`src/dmf_pkg.sv`:
```
// Package for the max-flow engine: payload structs, controller states,
// command and status bundles, and shared constants. No dependencies.
package dmf_pkg;

	// Defaults for the top-level parameters
	localparam int MAX_NODES_DEF = 256;
	localparam int MAX_EDGES_DEF = 512;

	// Fixed field widths
	localparam int NODE_W = 8;
	localparam int CAP_W  = 31;
	localparam int FLOW_W = 39;

	localparam logic [NODE_W-1:0] SINK_RESET  = 8'd2;
	localparam logic [CAP_W-1:0]  PASS_BUDGET = 31'h3f3f3f3f;
	localparam int                SOURCE_NODE = 1;

	localparam logic CMD_ADD   = 1'b0;
	localparam logic CMD_SOLVE = 1'b1;

	typedef struct packed {
		logic              command;
		logic [NODE_W-1:0] from_node;
		logic [NODE_W-1:0] to_node;
		logic [CAP_W-1:0]  capacity;
	} in_item_t;

	typedef struct packed {
		logic [FLOW_W-1:0] max_flow;
		logic              edges_dropped;
	} out_item_t;

	typedef enum logic [19:0] {
		ST_IDLE     = 20'h00001,
		ST_ADD1     = 20'h00002,
		ST_ADD2     = 20'h00004,
		ST_SOLVE    = 20'h00008,
		ST_BFS_CLR  = 20'h00010,
		ST_BFS_POP  = 20'h00020,
		ST_BFS_U    = 20'h00040,
		ST_BFS_E    = 20'h00080,
		ST_BFS_V    = 20'h00100,
		ST_BFS_CHK  = 20'h00200,
		ST_DFS_INIT = 20'h00400,
		ST_DFS_TOP  = 20'h00800,
		ST_DFS_EDGE = 20'h01000,
		ST_DFS_LVL  = 20'h02000,
		ST_PUSH2    = 20'h04000,
		ST_POP2     = 20'h08000,
		ST_CR_A     = 20'h10000,
		ST_CR_B     = 20'h20000,
		ST_CR_C     = 20'h40000,
		ST_DONE     = 20'h80000
	} state_t;

	typedef struct packed {
		state_t st;
	} ctl_cmd_t;

	typedef struct packed {
		logic sink_ok;
		logic sweep_last;
		logic q_empty;
		logic e_none;
		logic found;
		logic next_none;
		logic pop;
		logic last_frame;
		logic admit;
		logic to_sink;
		logic can_push;
		logic out_free;
	} dp_sts_t;

endpackage

```
`src/dmf_ctrl.sv`:
```
// Controller state machine: sequences edge loading, level build and the
// blocking-flow walk from datapath status. Depends on dmf_pkg.
module dmf_ctrl (
	input  logic             clk,
	input  logic             arst_n,
	input  logic             in_valid,
	input  logic             in_command,
	input  dmf_pkg::dp_sts_t sts,
	output dmf_pkg::ctl_cmd_t cmd,
	output logic             in_stall
);
	import dmf_pkg::*;

	state_t state_q, state_nx;

	// Next-state logic
	always_comb begin
		state_nx = state_q;
		unique case (state_q)
			ST_IDLE: begin
				if (in_valid) state_nx = (in_command == CMD_SOLVE) ? ST_SOLVE : ST_ADD1;
			end
			ST_ADD1:     state_nx = ST_ADD2;
			ST_ADD2:     state_nx = ST_IDLE;
			ST_SOLVE:    state_nx = sts.sink_ok ? ST_BFS_CLR : ST_DONE;
			ST_BFS_CLR:  if (sts.sweep_last) state_nx = ST_BFS_POP;
			ST_BFS_POP:  state_nx = sts.q_empty ? ST_DONE : ST_BFS_U;
			ST_BFS_U:    state_nx = ST_BFS_E;
			ST_BFS_E:    state_nx = sts.e_none ? ST_BFS_POP : ST_BFS_V;
			ST_BFS_V:    state_nx = ST_BFS_CHK;
			ST_BFS_CHK: begin
				if (sts.found) state_nx = ST_DFS_INIT;
				else if (sts.next_none) state_nx = ST_BFS_POP;
				else state_nx = ST_BFS_V;
			end
			ST_DFS_INIT: state_nx = ST_PUSH2;
			ST_PUSH2:    state_nx = ST_DFS_TOP;
			ST_DFS_TOP: begin
				if (sts.pop) state_nx = sts.last_frame ? ST_BFS_CLR : ST_POP2;
				else state_nx = ST_DFS_EDGE;
			end
			ST_DFS_EDGE: state_nx = ST_DFS_LVL;
			ST_DFS_LVL: begin
				if (sts.admit && sts.to_sink) state_nx = ST_CR_A;
				else if (sts.admit && sts.can_push) state_nx = ST_PUSH2;
				else state_nx = ST_DFS_TOP;
			end
			ST_POP2:     state_nx = ST_CR_A;
			ST_CR_A:     state_nx = ST_CR_B;
			ST_CR_B:     state_nx = ST_CR_C;
			ST_CR_C:     state_nx = ST_DFS_TOP;
			ST_DONE:     if (sts.out_free) state_nx = ST_IDLE;
			default:     state_nx = ST_IDLE;
		endcase
	end

	always_ff @(posedge clk or negedge arst_n) begin
		if (!arst_n) begin
			state_q <= ST_IDLE;
		end else begin
			state_q <= state_nx;
		end
	end

	assign cmd.st   = state_q;
	assign in_stall = (state_q != ST_IDLE);
endmodule

```
`config.mk`:
```
export PLATFORM = sky130hd
export DESIGN_NAME = dmf_ctrl
export DESIGN_NICKNAME = d
export VERILOG_FILES = /design/src/dmf_pkg.sv /design/src/dmf_ctrl.sv
export SDC_FILE = /design/constraint.sdc
export NUM_CORES = 1
export LEC_CHECK = 0
export ABC_AREA = 1
export BUFFER_PORTS_ARGS = -buffer_cell sky130_fd_sc_hd__buf_2
export CAP_MARGIN = 5
export CORE_ASPECT_RATIO = 1.1
export CORE_MARGIN = 4
export CORE_UTILIZATION = 30
export CTS_BUF_LIST = sky130_fd_sc_hd__clkbuf_4
export CTS_CLUSTER_SIZE = 10
export DETAILED_ROUTE_END_ITERATION = 6
export GPL_ROUTABILITY_DRIVEN = 0
export PLACE_DENSITY = 0.58
export SLEW_MARGIN = 25
export SYNTH_ARGS = -nofsm -noshare
export SYNTH_HDL_FRONTEND = slang
export SYNTH_SLANG_ARGS = --single-unit
```
`constraint.sdc`:
```
create_clock -name clk -period 1.6 [get_ports clk]
set_clock_uncertainty 0.15 [all_clocks]
set_input_delay 0.16 -clock clk [delete_from_list [all_inputs] [get_ports clk]]
set_output_delay 0.16 -clock clk [all_outputs]
set_load 0.01 [all_outputs]
```
==> reports/metrics.yaml, run 1 <==
power:
  swShare: 0.411
  internal_power_mw: 1.43
  seq_power_share: 0.253
  irDropWorstVdd_mv: 0.686
  p_switching_mw: 1.00
  pwr-share-comb: 0.634
  pwr_density_cell_mw_per_mm2: 1080
  pwr-share-clk: 0.113
  power.leakage_nw: 1.26
setup_path:
  start_kind: "flip-flop"
  crit_fanout: 5
  crit_required_ns: 1.68
  critPathArrivalTime_ns: 1.79
  critical_path_class: "reg -> reg"
  end_kind: "flip-flop"
  r2r_cells: 8
sta:
  finalHoldViolations: 0
  drv_slew: 0
  setup_tns_ns: -0.429
  max_freq_ghz: 0.584
  finalSetupViolCount: 6
  period_share: 1.07
  worst_slew_pin_slew_ns: 0.474
  period_needed_ns: 1.71
  hold_slack_ns: 0.0114
  setup_ws_ns: -0.112
  relSlewSlack: 0.684
  rsz0062_at_grt: "yes"
outcome:
  status: "finished with violations"
  violations: "negative setup slack"
final_layout:
  fin_area_mm2: 0.00226
  n_fill_cell: 365
  largest_register_ffs: 20
  mostFrequentLayoutCell: "buf_4"
  fin_util: 0.566
  syn_to_final_growth_pct: 80.7
  layout.nets: 284
  layout-drive-gt1-share: 0.539
  regArea_um2: 504
  multi_input_area_um2: 841
  layout_common_cells: "buf_4 (42), buf_2 (35), inv_1 (28)"
  diodes: 0
global_routing:
  grt_use_met2: 0.276
  grt-ovfl-total: 0
  met3_usage: 0.0277
  grt_busiest_layer: "met2"
  use_met1: 0.178
  grt_pass1_wl_mm: 6.20
  grt_max_degree: 21
  grt_pass1_vias: 1406
  antenna_found_initial: 0
  grt_usage: 0.148
min_path:
  whs_path_depth: 3
  hold_class: "in -> reg"
yosys:
  avgSynthCellArea_um2: 7.58
  synth_cell_type_count: 28
  syn_inst: 165
  syn-num-nets: 181
  ys_warn_count: 0
  ys_ff_latch: 20
  ys_seq_area_frac: 0.401
  syn_area_mm2: 0.00125
cts:
  cts_root_buf: "clkbuf_4"
  clock-sinks: 20
  cts.path.max_buffers: 2
  cts_buffers: 3
  cts_tree: "yes"
  clk_latency_ns: 0.31
  htreeDepth: 1
  clkSlewWorstSetupHoldPaths_ns: 0.12
routing:
  drt_pass1_iterations: 4
  num_vias: 1427
  wire_per_inst_um: 11.8
  avgViaCountPerCell: 4.47
  drc: 0
  ant_nets: 0
  drt_iter0_drc: 40
  wl_mm: 3.76
flow_run:
  cap_viol_max_count: 0
placed_design:
  io_buffers: 36
  hpwl_mm: 2.74
  place_area_mm2: 0.00178
  pre_cts_ws_ns: -0.158
floorplanning:
  die_x_um: 69.6
  initial_utilization: 0.313
  core_region_area_mm2: 0.00399
  die_y_um: 75.7
  row_count: 24
  dieArea_mm2: 0.00527
  num_io_pins: 37
==> logic make-up (layout without fill, tap and decap cells) <==
logic type	after synthesis	count (layout)	synth area share
flip-flops	20	20	0.401
AO/OA/AOI/OAI	8	8	0.0430
AND/OR/NAND/NOR	107	108	0.466
buffers and inverters	30	131	0.0900
==> synth_stat cells, drive strengths merged <==
cell | number | area (µm²)
o32ai | 1 | 8.76
o31ai | 1 | 7.51
o21ai | 3 | 15.0
or2 | 2 | 15.0
nor3b | 1 | 7.51
a31oi | 1 | 6.26
nand3 | 18 | 108
nor2 | 35 | 211
nand4 | 3 | 18.8
and2 | 1 | 6.26
nand3b | 1 | 7.51
inv | 30 | 113
o221ai | 1 | 8.76
nor3 | 11 | 60.1
dfrtp | 19 | 475
dfstp | 1 | 26.3
and3 | 1 | 6.26
nand2 | 34 | 143
o21bai | 1 | 7.51
==> final timing paths <==
kind	end	start	slack [ns]
setup / recovery	cmd[5]	cmd[4]	-0.11
hold / removal	cmd[16]	sts[3]	0.01
setup reg to reg	cmd[5]	cmd[4]	-0.11
hold reg to reg	cmd[18]	cmd[18]	0.49
max in group asynchronous	cmd[18]	arst_n	0.76
min in group asynchronous	cmd[14]	arst_n	0.18
==> per-stage QoR <==
step / total power [mW] / cells
CTS: 2.22 / 313
global route: 2.63 / 319
detailed placement: 1.66 / 291
finish: 2.43 / 319
floorplan: 1.22 / 165
global placement: 1.65 / 291
==> what timing repair did <==
| action | CTS | global route |
|---|---|---|
| gates cloned | 1 | 0 |
| buffers inserted | 4 | 7 |
| pin swaps | 12 | 22 |
| gates resized for setup | 21 | 36 |
| hold endpoints to repair | 30 | 0 |
| setup endpoints to repair | 11 | 17 |
| hold buffers | 13 | 0 |
==> power by group through the flow <==
stage / Clock, mW / Combinational (mW) / Sequential (mW)
6_report: 0.275 / 1.54 / 0.615
5_1_grt: 0.316 / 1.69 / 0.621
4_1_cts: 0.287 / 1.32 / 0.615
3_5_place_dp: 0 / 1.04 / 0.617
3_3_place_gp: 0 / 1.03 / 0.616
2_1_floorplan: 0 / 0.566 / 0.654
==> routing by layer <==
layer,wire [µm],up-vias
met3,145,5
li1,-,738
met4,37,0
met2,2020,31
met1,1550,653
met5,0,-
==> worst max-delay path, stage by stage (launching register included) <==
cell	delay, ns
dfrtp_1	0.41
nor2_2	0.14
nand2_2	0.12
nor2_4	0.23
buf_6	0.13
nand3_4	0.08
nor2_2	0.12
nand2_1	0.07
a31oi_1	0.17
==> cell type report <==
type                    count  share of cell area
clock buffers               4              0.0133
inverters                  30              0.0498
multi-input cells         116               0.372
flip-flops and latches     20               0.223
well taps                  52              0.0288
repair buffers             97               0.313
(Power assumes the default switching activity.)
==> run 2, diff against run 1 <==
Settings changed: ABC_AREA 1 to unset.
==> reports/metrics.yaml, run 2 <==
outcome:
  status: "finished with violations"
  violations: "negative setup slack"
flow_run:
  cap_viol_max_count: 0  # unchanged
setup_path:
  start_kind: "flip-flop"
  r2r_end: "cmd[19]"
  r2r-start: "cmd[8]"
  r2r_slack_ns: -0.38  # -0.27 ns
  critPathArrivalTime_ns: 1.69  # -0.10 ns
  critical_path_class: "reg -> out"
  r2r_cells: 7  # -1
  cp_cell_sequence: "nor4_4, nand4_2, buf_4, nor2_2, inv_1, buf_2"
  slowest_delay_ns: 0.43  # +0.02 ns
  crit_required_ns: 1.29  # -0.39 ns
  slowest_stage: "dfrtp_1"
  end_kind: "output pin"
  crit_fanout: 4  # -1
routing:
  ant_nets: 0  # unchanged
  wl_met2_mm: 2.21  # +9.4%
  wl_mm: 4.21  # +12%
  drt_pass1_iterations: 4  # unchanged
  drc: 0  # unchanged
  drt_iter0_drc: 53  # +33%
  wirelength_met1_mm: 1.78  # +14%
  avgViaCountPerCell: 4.99  # +11%
  highest_layer: "met4"
  wl_met3_um: 142  # -2.1%
  wire_per_inst_um: 14.8  # +26%
  num_vias: 1416  # -0.77%
sta:
  drv_slew: 0  # unchanged
  rsz0062_at_grt: "yes"
  finalHoldViolations: 0  # unchanged
  period_share: 1.25  # +0.182
  worst_slew_pin_slew_ns: 0.475  # +0.00103 ns
  finalSetupViolCount: 20  # +14
  setup_ws_ns: -0.403  # -0.291 ns
  max_freq_ghz: 0.499  # -15%
  period_needed_ns: 2.00  # +0.291 ns
  relSlewSlack: 0.684  # -0.000689
min_path:
  hold_class: "in -> reg"
  min_from: "sts[8]"
  hold_end: "cmd[8]"
  whs_path_depth: 3  # unchanged
yosys:
  synth_top_area_cell: "dfrtp_1"
  synth_mux_area_frac: 0.00802  # +0.00802
  ys_warn_count: 0  # unchanged
  synth_fa_ha_area_frac: 0  # unchanged
  synth-simple-area-share: 0.431  # -0.0347
  avgSynthCellArea_um2: 9.24  # +22%
  syn_inst: 135  # -18%
  synth-xor-area-share: 0.0281  # +0.0281
  synth-main-ff-cell: "dfrtp_1"
  async_reset_ff_frac: 1.00  # unchanged
  synth_edf_count: 0  # unchanged
  synth_top_family_by_area: "simple AND/OR/NAND/NOR gates"
  synth-compound-area-share: 0.0993  # +0.0563
  yosys.area.top_type_share: 0.381  # +0.00114
  ys_seq_area_frac: 0.402  # +0.00121
  synth_common_cells: "dfrtp_1 (19), nor2_1 (17), nand2_1 (11)"
  yosys-top-cells-area: "dfrtp_1 (38%), nor2_1 (5.1%), nor4_4 (5.1%), nand2_1 (3.3%), nor3_1 (3.2%)"
  syn-num-nets: 151  # -17%
  syn_area_mm2: 0.00125  # -0.30%
  synth_cell_type_count: 45  # +61%
  ys_ff_latch: 20  # unchanged
  post-synth-top-count-cell: "dfrtp_1"
cts:
  clkSlewWorstSetupHoldPaths_ns: 0.13  # about the same
  clock-sinks: 20  # unchanged
  clk_latency_ns: 0.31  # about the same
  cts.path.max_buffers: 2  # unchanged
  cts_tree: "yes"
  cts_root_buf: "clkbuf_4"
  cts_buffers: 3  # unchanged
  htreeDepth: 1  # unchanged
power:
  power.leakage_nw: 1.06  # -16%
  irDropWorstVdd_mv: 0.314  # -54%
  pwr_density_cell_mw_per_mm2: 867  # -19%
  total_power_mw: 1.89  # -22%
floorplanning:
  core_region_area_mm2: 0.00399  # unchanged
  initial_utilization: 0.312  # -0.000940
  num_io_pins: 37  # unchanged
  dieArea_mm2: 0.00525  # -0.27%
  row_count: 24  # unchanged
  die_y_um: 75.6  # -0.14%
  die_x_um: 69.5  # -0.14%
global_routing:
  antenna_found_initial: 0  # unchanged
  grt_pass1_wl_mm: 6.87  # +11%
  grt-ovfl-total: 0  # unchanged
  grt_max_degree: 21  # unchanged
  grt_usage: 0.162  # +0.0141
  grt_pass1_vias: 1519  # +8.0%
final_layout:
  layout_common_cells: "buf_4 (47), buf_2 (36), dfrtp_1 (13)"
  diodes: 0  # unchanged
  syn_to_final_growth_pct: 75.1
  instances_no_fill: 284  # -11%
  largest_register_ffs: 20  # unchanged
  layout-drive-gt1-share: 0.586  # +0.0469
  layout.nets: 249  # -12%
  mostFrequentLayoutCell: "buf_4"
placed_design:
  io_buffers: 36  # unchanged
  hpwl_mm: 3.09  # +13%
  pre_cts_ws_ns: -0.411  # -0.253 ns
  place_inst: 258  # -11%
==> run 2: per-layer routing <==
layer,global-route usage,vias up
met3,0.0198,7
met4,0.0651,0
li1,-,696
met5,0,-
met1,0.191,683
met2,0.306,30
==> run 2: worst max path at each step <==
| stage | from | endpoint |
|---|---|---|
| CTS | cmd[14] | in_stall |
| finish | cmd[14] | in_stall |
| global route | cmd[14] | in_stall |
| global placement | cmd[19] | cmd[4] |
| floorplan | cmd[19] | cmd[5] |
| detailed placement | cmd[19] | cmd[4] |
==> run 2: cells by family (layout without fill, tap and decap cells) <==
family,count (synthesis),after routing
buf+inv,10,107
mux,1,1
compound gates,17,17
flops,20,20
xor+xnor,4,4
simple gates,83,83
==> run 2: timing repair <==
| item | CTS | global route |
|---|---|---|
| gates resized for setup | 24 | 14 |
| setup buffers | 9 | 3 |
| pin swaps | 18 | 9 |
| endpoints found under the setup margin | 20 | 21 |
| hold buffers | 10 | 1 |
| hold endpoints to repair | 30 | 1 |
==> run 2: power breakdown <==
part           internal [mW]  switching [mW]
Sequential             0.548          0.0422
Combinational          0.532           0.486
Clock                  0.114           0.170
==> run 2: layout make-up <==
type	instances	area (µm²)
Tap cell	52	65.1
Inverter	5	18.8
Multi-Input combinational cell	105	873
Sequential cell	20	509
Clock buffer	4	30.0
Timing Repair Buffer	98	688
Fill cell	350	1810
==> run 2: critical path: cells and delay by family (launching register included) <==
kind | cells | cell delay [ns]
buffers and inverters | 3 | 0.36
and+or+nand+nor | 3 | 0.58
DFF | 1 | 0.43
==> run 2: through the flow <==
step,util,setup TNS (ns),area [µm²],hold slack (ns)
floorplan,-,-2.63,1270,-0.286
global placement,0.451,-3.91,1800,-0.00856
detailed placement,0.451,-4.91,1800,-0.00416
CTS,0.528,-4.26,2110,0.00471
global route,0.547,-5.94,2180,0.0391
finish,0.547,-4.33,2180,0.0387
